`src/design/bep_pkg.sv`:
```
// ----------------------------------------------------------------------------
// bep_pkg
// Shared types, constants and tables for the back-EMF angle PLL: control word
// layout of the microcode, configuration register set and quarter-wave sine.
// ----------------------------------------------------------------------------
package bep_pkg;

  localparam int ANGLE_BITS       = 16;
  localparam int SINE_TABLE_DEPTH = 1024;
  localparam int IDX_BITS         = $clog2(SINE_TABLE_DEPTH);
  localparam int QTR_BITS         = IDX_BITS - 2;
  localparam int QTR_DEPTH        = SINE_TABLE_DEPTH / 4;

  localparam int POLY_A = 51472;
  localparam int POLY_B = 21024;
  localparam int POLY_C = 2320;

  localparam int PROD_W = 50;
  localparam int ACC_W  = 52;

  localparam int STEP_BITS = 4;

  // Register indexes
  localparam logic [2:0] REG_PROP_GAIN       = 3'd0;
  localparam logic [2:0] REG_INTEG_GAIN      = 3'd1;
  localparam logic [2:0] REG_ANGLE_STEP_GAIN = 3'd2;
  localparam logic [2:0] REG_FILTER_WEIGHT   = 3'd3;
  localparam logic [2:0] REG_SPEED_SCALE     = 3'd4;

  localparam logic [15:0] RST_PROP_GAIN       = 16'd5120;
  localparam logic [15:0] RST_INTEG_GAIN      = 16'd512;
  localparam logic [15:0] RST_ANGLE_STEP_GAIN = 16'd267;
  localparam logic [15:0] RST_FILTER_WEIGHT   = 16'd326;
  localparam logic [15:0] RST_SPEED_SCALE     = 16'd489;

  typedef struct packed {
    logic [15:0] prop_gain;
    logic [15:0] integ_gain;
    logic [15:0] angle_step_gain;
    logic [15:0] filter_weight;
    logic [15:0] speed_scale;
  } cfg_regs_t;

  typedef enum logic [2:0] {A_COS, A_SIN, A_ERR, A_FREQ, A_DIFF, A_SPDF} a_sel_t;
  typedef enum logic [2:0] {B_EA, B_EB, B_KI, B_KP, B_KA, B_KW, B_KS} b_sel_t;
  typedef enum logic [2:0] {BASE_ZERO, BASE_ACC, BASE_INTEG, BASE_FREQ, BASE_SPDF} base_t;
  typedef enum logic {TERM_PROD, TERM_SPDF} term_t;
  typedef enum logic [1:0] {PSH_0, PSH_8, PSH_16} pshift_t;
  typedef enum logic [2:0] {
    DST_NONE, DST_ERR, DST_INTEG, DST_FREQ, DST_DIFF, DST_ANGLE, DST_SPDF, DST_SPEED
  } dst_t;
  typedef enum logic [1:0] {COND_NONE, COND_IN, COND_OUT} cond_t;

  typedef struct packed {
    logic    trig_en;
    logic    mul_en;
    a_sel_t  a_sel;
    b_sel_t  b_sel;
    logic    acc_en;
    base_t   base;
    term_t   term;
    logic    term_neg;
    pshift_t pshift;
    dst_t    dst;
    logic    out_en;
    cond_t   cond;
    logic    last;
  } ctrl_word_t;

  localparam ctrl_word_t CW_NOP = '{
    trig_en:  1'b0,
    mul_en:   1'b0,
    a_sel:    A_COS,
    b_sel:    B_EA,
    acc_en:   1'b0,
    base:     BASE_ZERO,
    term:     TERM_PROD,
    term_neg: 1'b0,
    pshift:   PSH_0,
    dst:      DST_NONE,
    out_en:   1'b0,
    cond:     COND_NONE,
    last:     1'b0
  };

  typedef logic [15:0] qtr_tbl_t [QTR_DEPTH];

  // First quadrant of the sine, Q1.15, evaluated at elaboration
  function automatic qtr_tbl_t build_qtr();
    qtr_tbl_t tbl;
    longint unsigned x;
    longint unsigned x2;
    longint unsigned t;
    for (int k = 0; k < QTR_DEPTH; k++) begin
      x  = (longint'(k) * 131072) / SINE_TABLE_DEPTH;
      x2 = (x * x) >> 15;
      t  = (longint'(POLY_C) * x2) >> 15;
      t  = ((longint'(POLY_B) - t) * x2) >> 15;
      t  = longint'(POLY_A) - t;
      t  = (t * x) >> 15;
      tbl[k] = (t > 32767) ? 16'd32767 : 16'(t);
    end
    return tbl;
  endfunction

  localparam qtr_tbl_t QTR_TABLE = build_qtr();

endpackage

```
`src/design/bep_sine_lookup.sv`:
```
// ----------------------------------------------------------------------------
// bep_sine_lookup
// Folds a table index into quadrant and offset and returns sine and cosine
// from the quarter-wave table.
// ----------------------------------------------------------------------------
module bep_sine_lookup (
  input  logic [bep_pkg::IDX_BITS-1:0] idx,
  output logic signed [15:0]           sin_v,
  output logic signed [15:0]           cos_v
);
  import bep_pkg::*;

  logic [1:0]          quad;
  logic [1:0]          quad_c;
  logic [QTR_BITS:0]   off;
  logic [QTR_BITS:0]   off_mir;
  logic [15:0]         mag_s;
  logic [15:0]         mag_c;

  function automatic logic [15:0] qtr_mag(input logic [QTR_BITS:0] k);
    if (k == (QTR_BITS + 1)'(QTR_DEPTH)) begin
      return 16'd32767;
    end
    return QTR_TABLE[k[QTR_BITS-1:0]];
  endfunction

  always_comb begin
    quad    = idx[IDX_BITS-1 -: 2];
    quad_c  = quad + 2'd1;
    off     = {1'b0, idx[QTR_BITS-1:0]};
    off_mir = (QTR_BITS + 1)'(QTR_DEPTH) - off;
    mag_s   = qtr_mag(quad[0] ? off_mir : off);
    mag_c   = qtr_mag(quad_c[0] ? off_mir : off);
    sin_v   = quad[1] ? -$signed(mag_s) : $signed(mag_s);
    cos_v   = quad_c[1] ? -$signed(mag_c) : $signed(mag_c);
  end

endmodule

```
`src/design/bep_ucode_rom.sv`:
```
// ----------------------------------------------------------------------------
// bep_ucode_rom
// Program store: one control word per step of the PLL update.
// ----------------------------------------------------------------------------
module bep_ucode_rom (
  input  logic [bep_pkg::STEP_BITS-1:0] step,
  output bep_pkg::ctrl_word_t           cw
);
  import bep_pkg::*;

  always_comb begin
    cw = CW_NOP;
    case (step)
      4'd0: begin
        cw.cond = COND_IN;
      end
      4'd1: begin
        cw.trig_en = 1'b1;
      end
      4'd2: begin
        cw.mul_en = 1'b1;
        cw.a_sel  = A_COS;
        cw.b_sel  = B_EA;
      end
      4'd3: begin
        cw.mul_en   = 1'b1;
        cw.a_sel    = A_SIN;
        cw.b_sel    = B_EB;
        cw.acc_en   = 1'b1;
        cw.base     = BASE_ZERO;
        cw.term_neg = 1'b1;
      end
      4'd4: begin
        cw.base     = BASE_ACC;
        cw.term_neg = 1'b1;
        cw.dst      = DST_ERR;
      end
      4'd5: begin
        cw.mul_en = 1'b1;
        cw.a_sel  = A_ERR;
        cw.b_sel  = B_KI;
      end
      4'd6: begin
        cw.mul_en = 1'b1;
        cw.a_sel  = A_ERR;
        cw.b_sel  = B_KP;
        cw.base   = BASE_INTEG;
        cw.pshift = PSH_8;
        cw.dst    = DST_INTEG;
      end
      4'd7: begin
        cw.base   = BASE_INTEG;
        cw.pshift = PSH_8;
        cw.dst    = DST_FREQ;
      end
      4'd8: begin
        cw.mul_en   = 1'b1;
        cw.a_sel    = A_FREQ;
        cw.b_sel    = B_KA;
        cw.base     = BASE_FREQ;
        cw.term     = TERM_SPDF;
        cw.term_neg = 1'b1;
        cw.dst      = DST_DIFF;
      end
      4'd9: begin
        cw.mul_en = 1'b1;
        cw.a_sel  = A_DIFF;
        cw.b_sel  = B_KW;
        cw.base   = BASE_ZERO;
        cw.pshift = PSH_8;
        cw.dst    = DST_ANGLE;
      end
      4'd10: begin
        cw.base   = BASE_SPDF;
        cw.pshift = PSH_16;
        cw.dst    = DST_SPDF;
      end
      4'd11: begin
        cw.mul_en = 1'b1;
        cw.a_sel  = A_SPDF;
        cw.b_sel  = B_KS;
      end
      4'd12: begin
        cw.base   = BASE_ZERO;
        cw.pshift = PSH_8;
        cw.dst    = DST_SPEED;
      end
      4'd13: begin
        cw.out_en = 1'b1;
        cw.cond   = COND_OUT;
        cw.last   = 1'b1;
      end
      default: begin
        cw.last = 1'b1;
      end
    endcase
  end

endmodule

```
`src/design/bep_datapath.sv`:
```
// ----------------------------------------------------------------------------
// bep_datapath
// Shared multiplier, shift/add unit with saturation, and the working
// registers of the PLL, steered by the control word.
// ----------------------------------------------------------------------------
module bep_datapath (
  input  logic                             clk,
  input  logic                             rst,
  input  bep_pkg::ctrl_word_t              cw,
  input  bep_pkg::cfg_regs_t               cfg,
  input  logic                             capture,
  input  logic signed [15:0]               emf_alpha,
  input  logic signed [15:0]               emf_beta,
  input  logic [15:0]                      angle_in,
  output logic [bep_pkg::ANGLE_BITS-1:0]   angle_res,
  output logic signed [31:0]               freq,
  output logic signed [15:0]               speed_res
);
  import bep_pkg::*;

  localparam logic signed [ACC_W-1:0] P32 = ACC_W'(2147483647);
  localparam logic signed [ACC_W-1:0] N32 = -P32 - ACC_W'(1);
  localparam logic signed [ACC_W-1:0] P16 = ACC_W'(32767);
  localparam logic signed [ACC_W-1:0] N16 = ACC_W'(-32768);

  logic signed [15:0]       ea;
  logic signed [15:0]       eb;
  logic [ANGLE_BITS-1:0]    ang;
  logic signed [15:0]       sin_v;
  logic signed [15:0]       cos_v;
  logic signed [15:0]       sin_l;
  logic signed [15:0]       cos_l;
  logic signed [PROD_W-1:0] prod;
  logic signed [PROD_W-1:0] prod_next;
  logic signed [ACC_W-1:0]  acc;
  logic signed [ACC_W-1:0]  acc_next;
  logic signed [17:0]       err;
  logic signed [31:0]       integ;
  logic signed [32:0]       diff;
  logic signed [31:0]       spdf;
  logic signed [32:0]       a_op;
  logic signed [16:0]       b_op;
  logic signed [ACC_W-1:0]  sp;
  logic signed [ACC_W-1:0]  term;
  logic signed [ACC_W-1:0]  basev;

  function automatic logic signed [31:0] sat32(input logic signed [ACC_W-1:0] v);
    if (v > P32) begin
      return 32'sh7FFF_FFFF;
    end else if (v < N32) begin
      return 32'sh8000_0000;
    end
    return v[31:0];
  endfunction

  function automatic logic signed [15:0] sat16(input logic signed [ACC_W-1:0] v);
    if (v > P16) begin
      return 16'sh7FFF;
    end else if (v < N16) begin
      return 16'sh8000;
    end
    return v[15:0];
  endfunction

  bep_sine_lookup u_sine (
    .idx   (ang[ANGLE_BITS-1 -: IDX_BITS]),
    .sin_v (sin_l),
    .cos_v (cos_l)
  );

  always_comb begin
    case (cw.a_sel)
      A_COS:   a_op = 33'(cos_v);
      A_SIN:   a_op = 33'(sin_v);
      A_ERR:   a_op = 33'(err);
      A_FREQ:  a_op = 33'(freq);
      A_DIFF:  a_op = diff;
      A_SPDF:  a_op = 33'(spdf);
      default: a_op = '0;
    endcase
    case (cw.b_sel)
      B_EA:    b_op = 17'(ea);
      B_EB:    b_op = 17'(eb);
      B_KI:    b_op = $signed({1'b0, cfg.integ_gain});
      B_KP:    b_op = $signed({1'b0, cfg.prop_gain});
      B_KA:    b_op = $signed({1'b0, cfg.angle_step_gain});
      B_KW:    b_op = $signed({1'b0, cfg.filter_weight});
      B_KS:    b_op = $signed({1'b0, cfg.speed_scale});
      default: b_op = '0;
    endcase
    prod_next = a_op * b_op;

    case (cw.pshift)
      PSH_8:   sp = ACC_W'(prod >>> 8);
      PSH_16:  sp = ACC_W'(prod >>> 16);
      default: sp = ACC_W'(prod);
    endcase
    case (cw.term)
      TERM_SPDF: term = ACC_W'(spdf);
      default:   term = sp;
    endcase
    case (cw.base)
      BASE_ACC:   basev = acc;
      BASE_INTEG: basev = ACC_W'(integ);
      BASE_FREQ:  basev = ACC_W'(freq);
      BASE_SPDF:  basev = ACC_W'(spdf);
      default:    basev = '0;
    endcase
    acc_next = cw.term_neg ? (basev - term) : (basev + term);
  end

  // loop state
  always_ff @(posedge clk) begin
    if (rst) begin
      integ <= '0;
      spdf  <= '0;
    end else begin
      case (cw.dst)
        DST_INTEG: integ <= sat32(acc_next);
        DST_SPDF:  spdf  <= sat32(acc_next);
        default: begin
        end
      endcase
    end
  end

  // working registers
  always_ff @(posedge clk) begin
    if (capture) begin
      ea  <= emf_alpha;
      eb  <= emf_beta;
      ang <= angle_in[ANGLE_BITS-1:0];
    end
    if (cw.trig_en) begin
      sin_v <= sin_l;
      cos_v <= cos_l;
    end
    if (cw.mul_en) begin
      prod <= prod_next;
    end
    if (cw.acc_en) begin
      acc <= acc_next;
    end
    case (cw.dst)
      DST_ERR:   err       <= acc_next[32:15];
      DST_FREQ:  freq      <= sat32(acc_next);
      DST_DIFF:  diff      <= acc_next[32:0];
      DST_ANGLE: angle_res <= ang + acc_next[ANGLE_BITS-1:0];
      DST_SPEED: speed_res <= sat16(acc_next);
      default: begin
      end
    endcase
  end

endmodule

```
`src/design/back_emf_angle_pll_top.sv`:
```
// ----------------------------------------------------------------------------
// back_emf_angle_pll_top
// Back-EMF phase-locked loop: angle and speed estimator run by a microcoded
// sequencer over a single shared multiplier.
// ----------------------------------------------------------------------------
// Sequence: a request is captured at the first of the 14 program steps, which
// run each update through the one shared 33x17 multiplier; no new request is taken
// until the result is registered onto the outputs at the last step.
// Reset: registers to their defaults, integrator and speed filter cleared,
// sequencer at its first step with no result pending.
// ----------------------------------------------------------------------------
module back_emf_angle_pll_top (
  input  logic               clk,
  input  logic               rst,
  input  logic               cfg_we,
  input  logic [2:0]         cfg_index,
  input  logic [15:0]        cfg_data,
  input  logic               in_valid,
  output logic               in_ready,
  input  logic signed [15:0] emf_alpha,
  input  logic signed [15:0] emf_beta,
  input  logic [15:0]        angle_in,
  output logic               out_valid,
  input  logic               out_ready,
  output logic [15:0]        angle_out,
  output logic signed [31:0] freq_est,
  output logic signed [15:0] speed_est
);
  import bep_pkg::*;

  logic [STEP_BITS-1:0]  step;
  logic [STEP_BITS-1:0]  step_next;
  ctrl_word_t            cw;
  cfg_regs_t             cfg;
  logic                  stall;
  logic                  out_load;
  logic                  capture;
  logic [ANGLE_BITS-1:0] angle_res;
  logic signed [31:0]    freq;
  logic signed [15:0]    speed_res;

  bep_ucode_rom u_rom (
    .step (step),
    .cw   (cw)
  );

  bep_datapath u_dp (
    .clk       (clk),
    .rst       (rst),
    .cw        (cw),
    .cfg       (cfg),
    .capture   (capture),
    .emf_alpha (emf_alpha),
    .emf_beta  (emf_beta),
    .angle_in  (angle_in),
    .angle_res (angle_res),
    .freq      (freq),
    .speed_res (speed_res)
  );

  always_comb begin
    in_ready = (cw.cond == COND_IN);
    capture  = in_valid && in_ready;
    stall    = ((cw.cond == COND_IN) && !in_valid) ||
               ((cw.cond == COND_OUT) && out_valid && !out_ready);
    out_load = cw.out_en && !stall;
    if (stall) begin
      step_next = step;
    end else if (cw.last) begin
      step_next = '0;
    end else begin
      step_next = step + STEP_BITS'(1);
    end
  end

  always_ff @(posedge clk) begin
    if (rst) begin
      step                <= '0;
      out_valid           <= 1'b0;
      cfg.prop_gain       <= RST_PROP_GAIN;
      cfg.integ_gain      <= RST_INTEG_GAIN;
      cfg.angle_step_gain <= RST_ANGLE_STEP_GAIN;
      cfg.filter_weight   <= RST_FILTER_WEIGHT;
      cfg.speed_scale     <= RST_SPEED_SCALE;
    end else begin
      step <= step_next;
      if (out_load) begin
        out_valid <= 1'b1;
      end else if (out_ready) begin
        out_valid <= 1'b0;
      end
      if (cfg_we) begin
        case (cfg_index)
          REG_PROP_GAIN:       cfg.prop_gain       <= cfg_data;
          REG_INTEG_GAIN:      cfg.integ_gain      <= cfg_data;
          REG_ANGLE_STEP_GAIN: cfg.angle_step_gain <= cfg_data;
          REG_FILTER_WEIGHT:   cfg.filter_weight   <= cfg_data;
          REG_SPEED_SCALE:     cfg.speed_scale     <= cfg_data;
          default: begin
          end
        endcase
      end
    end
  end

  always_ff @(posedge clk) begin
    if (out_load) begin
      angle_out <= 16'(angle_res);
      freq_est  <= freq;
      speed_est <= speed_res;
    end
  end

endmodule

```
`config.mk`:
```
export PLATFORM = sky130hd
export DESIGN_NAME = back_emf_angle_pll_top
export DESIGN_NICKNAME = d
export VERILOG_FILES = /design/src/design/bep_pkg.sv /design/src/design/bep_sine_lookup.sv /design/src/design/bep_ucode_rom.sv /design/src/design/bep_datapath.sv /design/src/design/back_emf_angle_pll_top.sv
export SDC_FILE = /design/constraint.sdc
export NUM_CORES = 2
export LEC_CHECK = 0
export BUFFER_PORTS_ARGS = -buffer_cell sky130_fd_sc_hd__buf_2
export CAP_MARGIN = 20
export CORE_ASPECT_RATIO = 0.9
export CORE_MARGIN = 10
export CORE_UTILIZATION = 24
export CTS_CLUSTER_DIAMETER = 100
export CTS_CLUSTER_SIZE = 16
export DETAILED_ROUTE_END_ITERATION = 6
export PLACE_DENSITY_LB_ADDON = 0.25
export SYNTH_ARGS = -nofsm -noshare
export SYNTH_HDL_FRONTEND = slang
export SYNTH_SLANG_ARGS = --single-unit
```
`constraint.sdc`:
```
create_clock -name clk -period 10.5 [get_ports clk]
set_input_delay 1.575 -clock clk [delete_from_list [all_inputs] [get_ports clk]]
set_output_delay 1.575 -clock clk [all_outputs]
set_load 0.02 [all_outputs]
```
* Word-level counts from Yosys, hierarchy flattened
Memory sizes are Yosys's and may differ from the RTL's.
Index checks and enable logic that the tools add are counted.
** Word-level totals
- Register bits :: 510
- Bits in read-only memories :: 8192
- Input bits :: 72
- Output and inout bits :: 66
- Memories kept :: 2
** Memories
- (no name shown) :: words 256, bits a word 16, read ports 1, clocked after memory_dff 0, write ports 0, RTL line bep_sine_lookup.sv:24 : return QTR_TABLE[k[QTR_BITS-1:0]];
- (no name shown) :: words 256, bits a word 16, read ports 1, clocked after memory_dff 0, write ports 0, RTL line bep_sine_lookup.sv:24
** Operators by class
- Add/sub/neg operators :: 8
- $mul :: 1
- Magnitude comparators :: 6
- Equal/unequal tests :: 45
- Mux-type cells :: 51
- Bitwise gates (word level) :: 2
- Reductions and logical operators :: 23
** Operators with widths (count)
- 2-to-1 mux 16 bit :: 13
- one-hot mux 52 bit (4 select lines) :: 1
- one-hot mux 33 bit (6 select lines) :: 1
- 2-to-1 mux 32 bit :: 5
- one-hot mux 17 bit (7 select lines) :: 1
- 2-to-1 mux 52 bit :: 2
- one-hot mux 49 bit (2 select lines) :: 1
- adder 52 bit :: 1
- > comparator 52 x 16 -> 1 bit, second input constant :: 1
- > comparator 52 x 32 -> 1 bit, second input constant :: 1
- < comparator 52 x 16 -> 1 bit, second input constant :: 1
- < comparator 52 x 32 -> 1 bit, second input constant :: 1
- subtractor 52 bit :: 1
- multiplier 33 x 17 -> 50 bit :: 1
- one-hot mux 7 bit (7 select lines) :: 1
- equality test 3 bit, second input constant :: 11
- negation 16 bit :: 2
- equality test 3 x 2 -> 1 bit, second input constant :: 10
- equality test 4 bit, second input constant :: 6
- one-hot mux 3 bit (7 select lines) :: 1
- 2-to-1 mux 1 bit :: 19
- equality test 9 bit, second input constant :: 2
- greater-or-equal comparator 9 bit, second input constant :: 2
- 2-to-1 mux 9 bit :: 2
- other kinds (25) :: 49

* Longest topological paths before layout
- Word-level depth :: 14
- Depth in mapped cells :: 40
- Mapped depth without buffers :: 36

* By module
From an unflattened synthesis, not the netlist that was laid out.
** Second synthesis, totals
- Cell total of the unflattened synthesis :: 6731
- Area total of the unflattened synthesis :: 57571.5 µm²
** By module, submodules not included
- bep_datapath :: instances 1, cells an instance 4365, area each 40681.5 µm², sequential area each 10199.8 µm²
- bep_sine_lookup :: instances 1, cells an instance 1861, area each 11487.3 µm², sequential area each 0.0 µm²
- back_emf_angle_pll_top :: instances 1, cells an instance 454, area each 5058.6 µm², sequential area each 3623.5 µm²
- bep_ucode_rom :: instances 1, cells an instance 51, area each 344.1 µm², sequential area each 0.0 µm²

* Worst setup path before layout
Ideal clock, no wire load.
- Path type :: register to register
- Start point :: register step[2]
- End point :: register u_dp.prod[49] (data pin)
- Setup time :: 0.260 ns
- Arrival time :: 9.776 ns
- Required time :: 10.240 ns
- Slack :: 0.464 ns
- Stages on the path, launching flop included :: 33
- Path buffers :: 5
- Clock period less this slack :: 10.036 ns
- Path through :: dfxtp_1 -> buf_2 -> nor2_1 -> and2_1 -> clkbuf_1 -> clkbuf_1 -> clkbuf_1 -> a222oi_1 -> nand3_1 -> clkbuf_1 -> nand2_1 -> fa_1 -> inv_1 -> fa_1 -> fa_1 -> fa_1 -> fa_1 -> inv_1 -> fa_1 -> inv_1 -> ha_1 -> a21o_1 -> a21o_1 -> a221o_1 -> a22o_1 -> a21oi_1 -> a21oi_1 -> a221oi_1 -> nor3_1 -> nor4_1 -> o21bai_1 -> a21oi_1 -> xnor2_1
** Between the ends
- Word-level cells in the longest chain between the ends :: 5
- Elaborated cells between the ends (all ways) :: 24
** Ends and longest elaborated chain
- start, declared :: RTL line back_emf_angle_pll_top.sv:31 : logic [STEP_BITS-1:0] step;
- start signal, assigned :: RTL line back_emf_angle_pll_top.sv:86 : step <= step_next;
- equality test 4 bit (tied with other cells) :: RTL line bep_ucode_rom.sv:13 : case (step)
- one-hot mux 7 bit (7 select lines) * :: RTL line bep_ucode_rom.sv:13
- equality test 3 bit (tied with other cells) :: RTL line bep_datapath.sv:81 : case (cw.b_sel)
- one-hot mux 17 bit (7 select lines) / one-hot mux 33 bit (6 select lines) (equally long branches) :: RTL line bep_datapath.sv:81, bep_datapath.sv:72
- multiplier 33 x 17 -> 50 bit * :: RTL line bep_datapath.sv:91 : prod_next = a_op * b_op;
- named net u_dp.prod_next[49] :: RTL line bep_datapath.sv:34 : logic signed [PROD_W-1:0] prod_next;
- end signal, assigned :: RTL line bep_datapath.sv:139 : prod <= prod_next;
- end, declared :: RTL line bep_datapath.sv:33 : logic signed [PROD_W-1:0] prod;
Mark *: on every way through the listed nets, which the timed path passes. The rest lies on a longest branch.
A chain may end at the register's enable or synchronous reset.

* Worst setup path after layout
- Start point :: register step[1]
- End point :: register u_dp.prod[48] (data pin)
Same word-level chain as after synthesis.

==> flow_summary.ini <==
[yosys]
async_flop_share_pct = 0
synth_edf_count = 361
syn_inst = 6271
synth_nets = 7112
ys.flop_type = edfxtp_1
ys_seq_area_share_pct = 25.3
ys_ff_latch = 510
syn_area_per_cell_sq_um = 8.70
synth_area_sq_mm = 0.0546
yosysWarnings = 0
synth_cell_types = 109

[sta]
worst_pin_slew_ns = 1.19
finalCriticalPeriod_ns = 9.87
slew_viol_final = 0
clock_skew_ns = 0.0323
finalCritPeriodShare_pct = 94.0
slew_headroom_pct = 20.7
worst_slack_ns = 0.633
tns_ns = 0
hold_violations = 0
max_freq_mhz = 101
rsz0062_at_grt = false
finalSetupViolCount = 0

[die]
die_x_microns = 523
die_area_sq_mm = 0.247
die_h_microns = 472
rows = 165
core_area_sq_mm = 0.225
start_util_pct = 24.2
ioPinCount = 138

[finish]
syn2layout_area_growth_pct = 10.8
drive_above_1_share_pct = 9.10
final_area_sq_mm = 0.0605
final_cell_mix = 797 x nand2_1, 682 x inv_1, 559 x nor2_1
layout_commonest_cell = nand2_1
fill_cells = 24264
final_nets = 7053

[critical_path]
worst_ep_required_time_ns = 10.96
criticalPathCategory = reg2reg
regToRegSetupSlack_ns = 0.63
reg2reg_depth = 34
cp.arrival_ns = 10.33
cpMostUsedCell = fa_1
end_kind = flop
crit_path_start_kind = flop
slowest_stage = fa_1
crit_start = step[1]$_SDFFE_PP0N_
r2r_end = u_dp.prod[48]$_DFFE_PN_
cp_max_fo = 13
reg2reg_from = step[1]$_SDFFE_PP0N_
slowest_delay_ns = 0.56

[clocking]
clk_latency_ns = 0.65
h-tree-depth = 2
cts_inserted_buffers = 41
cts_sinks = 510
clockRootBuffer = clkbuf_16
clk_pin_slew_ns = 0.08
cts_buffer_depth = 3
cts_tree = yes

[worst_hold_path]
hold_depth = 0
hp-start = u_dp.angle_res[13]$_DFFE_PN_
hold_class = reg2reg
hold_end = angle_out[13]$_DFFE_PP_

[detailed_routing]
vias_per_cell = 5.39
drc = 2
routedWlPerCell_microns = 25.6
ant_nets = 0
drt-initial-drc-count = 6424
vias = 49857
wl_microns = 237000
firstDrtPassIters = 7

[global_route]
grt_pass1_vias = 48645
grt_max_degree = 82
grt_antenna_before_repair = 22
overflow = 0
grt_pass1_wl_microns = 346000
track_usage_pct = 18.4

[placed_design]
io_buffers = 137
placed_area_sq_mm = 0.0591
dp_hpwl_microns = 182000
pre_cts_slack_ns = 0.522
place.gp.congestion = 0.983

[run]
drv_cap = 0

[run_status]
violations = DRC
status = complete, but fails checks
-- cells in the mapped netlist (23+ instances only) --
master	number	area share [%]
ha_1	231	5.3
a31oi_1	64	0.73
a221oi_1	60	0.96
a311oi_1	28	0.45
nor2b_1	59	0.68
dfxtp_1	149	5.5
nand3_1	114	1.0
nor3_1	112	1.0
fa_1	538	20
nor2_1	568	3.9
and2_1	44	0.50
and3_1	35	0.40
nand2_1	800	5.5
a21oi_1	386	3.5
nand4_1	57	0.65
nor4_1	23	0.26
a22oi_1	70	0.96
a222oi_1	61	1.1
xnor2_1	132	2.1
edfxtp_1	361	20
o21bai_1	25	0.34
clkbuf_1	302	2.1
o221ai_1	26	0.42
nand3b_1	28	0.39
a41oi_1	30	0.48
or3_1	31	0.36
a211oi_1	57	0.78
a22o_1	70	1.1
a21oi_2	27	0.43
or2_2	27	0.31
mux2i_1	28	0.51
inv_1	683	4.7
xor2_1	72	1.2
buf_1	52	0.36
a21o_1	69	0.95
o31ai_1	49	0.67
o22ai_1	41	0.47
o211ai_1	61	0.84
buf_2	82	0.75
o21ai_0	254	2.3
nand2b_1	32	0.37
-- cells by family after synthesis --
| family | synth area share, % |
|---|---|
| simple gates | 16.5 |
| mux | 1.36 |
| flops | 25.3 |
| compound gates | 20.3 |
| xor+xnor | 3.42 |
| buf+inv | 8.02 |
| fa+ha+maj | 25.0 |
-- worst max-delay path by stage --
stage / to
finish: u_dp.prod[48]$_DFFE_PN_
global route: u_dp.prod[48]$_DFFE_PN_
CTS: u_dp.prod[48]$_DFFE_PN_
detailed placement: u_dp.prod[48]$_DFFE_PN_
global placement: u_dp.prod[48]$_DFFE_PN_
floorplan: u_dp.prod[49]$_DFFE_PN_
-- per-layer routing --
layer / wire, microns / part of all wire [%] / track usage, % / vias up
met1: 103000 / 44 / 25.7 / 25105
met4: 8710 / 3.7 / 5.57 / 18
met3: 19400 / 8.2 / 3.29 / 462
met2: 105000 / 44 / 28.9 / 2462
met5: 109 / 0.046 / 0 / -
li1: - / - / - / 21810
-- timing repair --
action                                  in CTS  in global routing
buffers inserted                             0                  6
gates resized for setup                      0                  4
hold buffers                                 0                  0
endpoints found under the setup margin       0                  5
-- per-stage QoR --
stage | cells | hold WS, ns | util [%]
finish | 9250 | 0.420 | 26.8
global route | 9247 | 0.426 | 26.8
CTS | 9239 | 0.423 | 26.8
detailed placement | 9167 | 0.405 | 26.2
global placement | 9166 | 0.405 | 26.2
floorplan | 6271 | 0.400 | -
-- cell type report --
type / instances / area, sq um / area share [%]
inverter: 687 / 2580 / 4.26
tap: 3006 / 3760 / 6.22
clock inverter: 10 / 92.6 / 0.153
sequential: 510 / 13800 / 22.9
multi-input combinational: 4631 / 36800 / 60.9
clock buffer: 62 / 1110 / 1.84
antenna: 3 / 7.51 / 0.0124
timing repair buffer: 341 / 2290 / 3.79
-- state kept, by name, indices dropped and copies added, names as in the netlist, 18 cells and up --
signal      cells
u_dp.err       18
u_dp.spdf      32
u_dp.freq      32
u_dp.acc       52
cfg            80
u_dp.diff      33
u_dp.integ     32
u_dp.prod      50
freq_est       32
-- critical path, delay by kind of cell (launching register included) --
family | cells | cell delay (ns)
AOI/OAI and AO/OA | 8 | 2.51
xor gates and xnor gates | 1 | 0.27
adders and majority gates | 8 | 3.77
buffers and inverters | 8 | 1.19
DFF | 1 | 0.35
and+or+nand+nor | 9 | 1.54
Power is not shown: default switching activity piles up to over one toggle a cycle in this logic, so the estimate is an artifact.
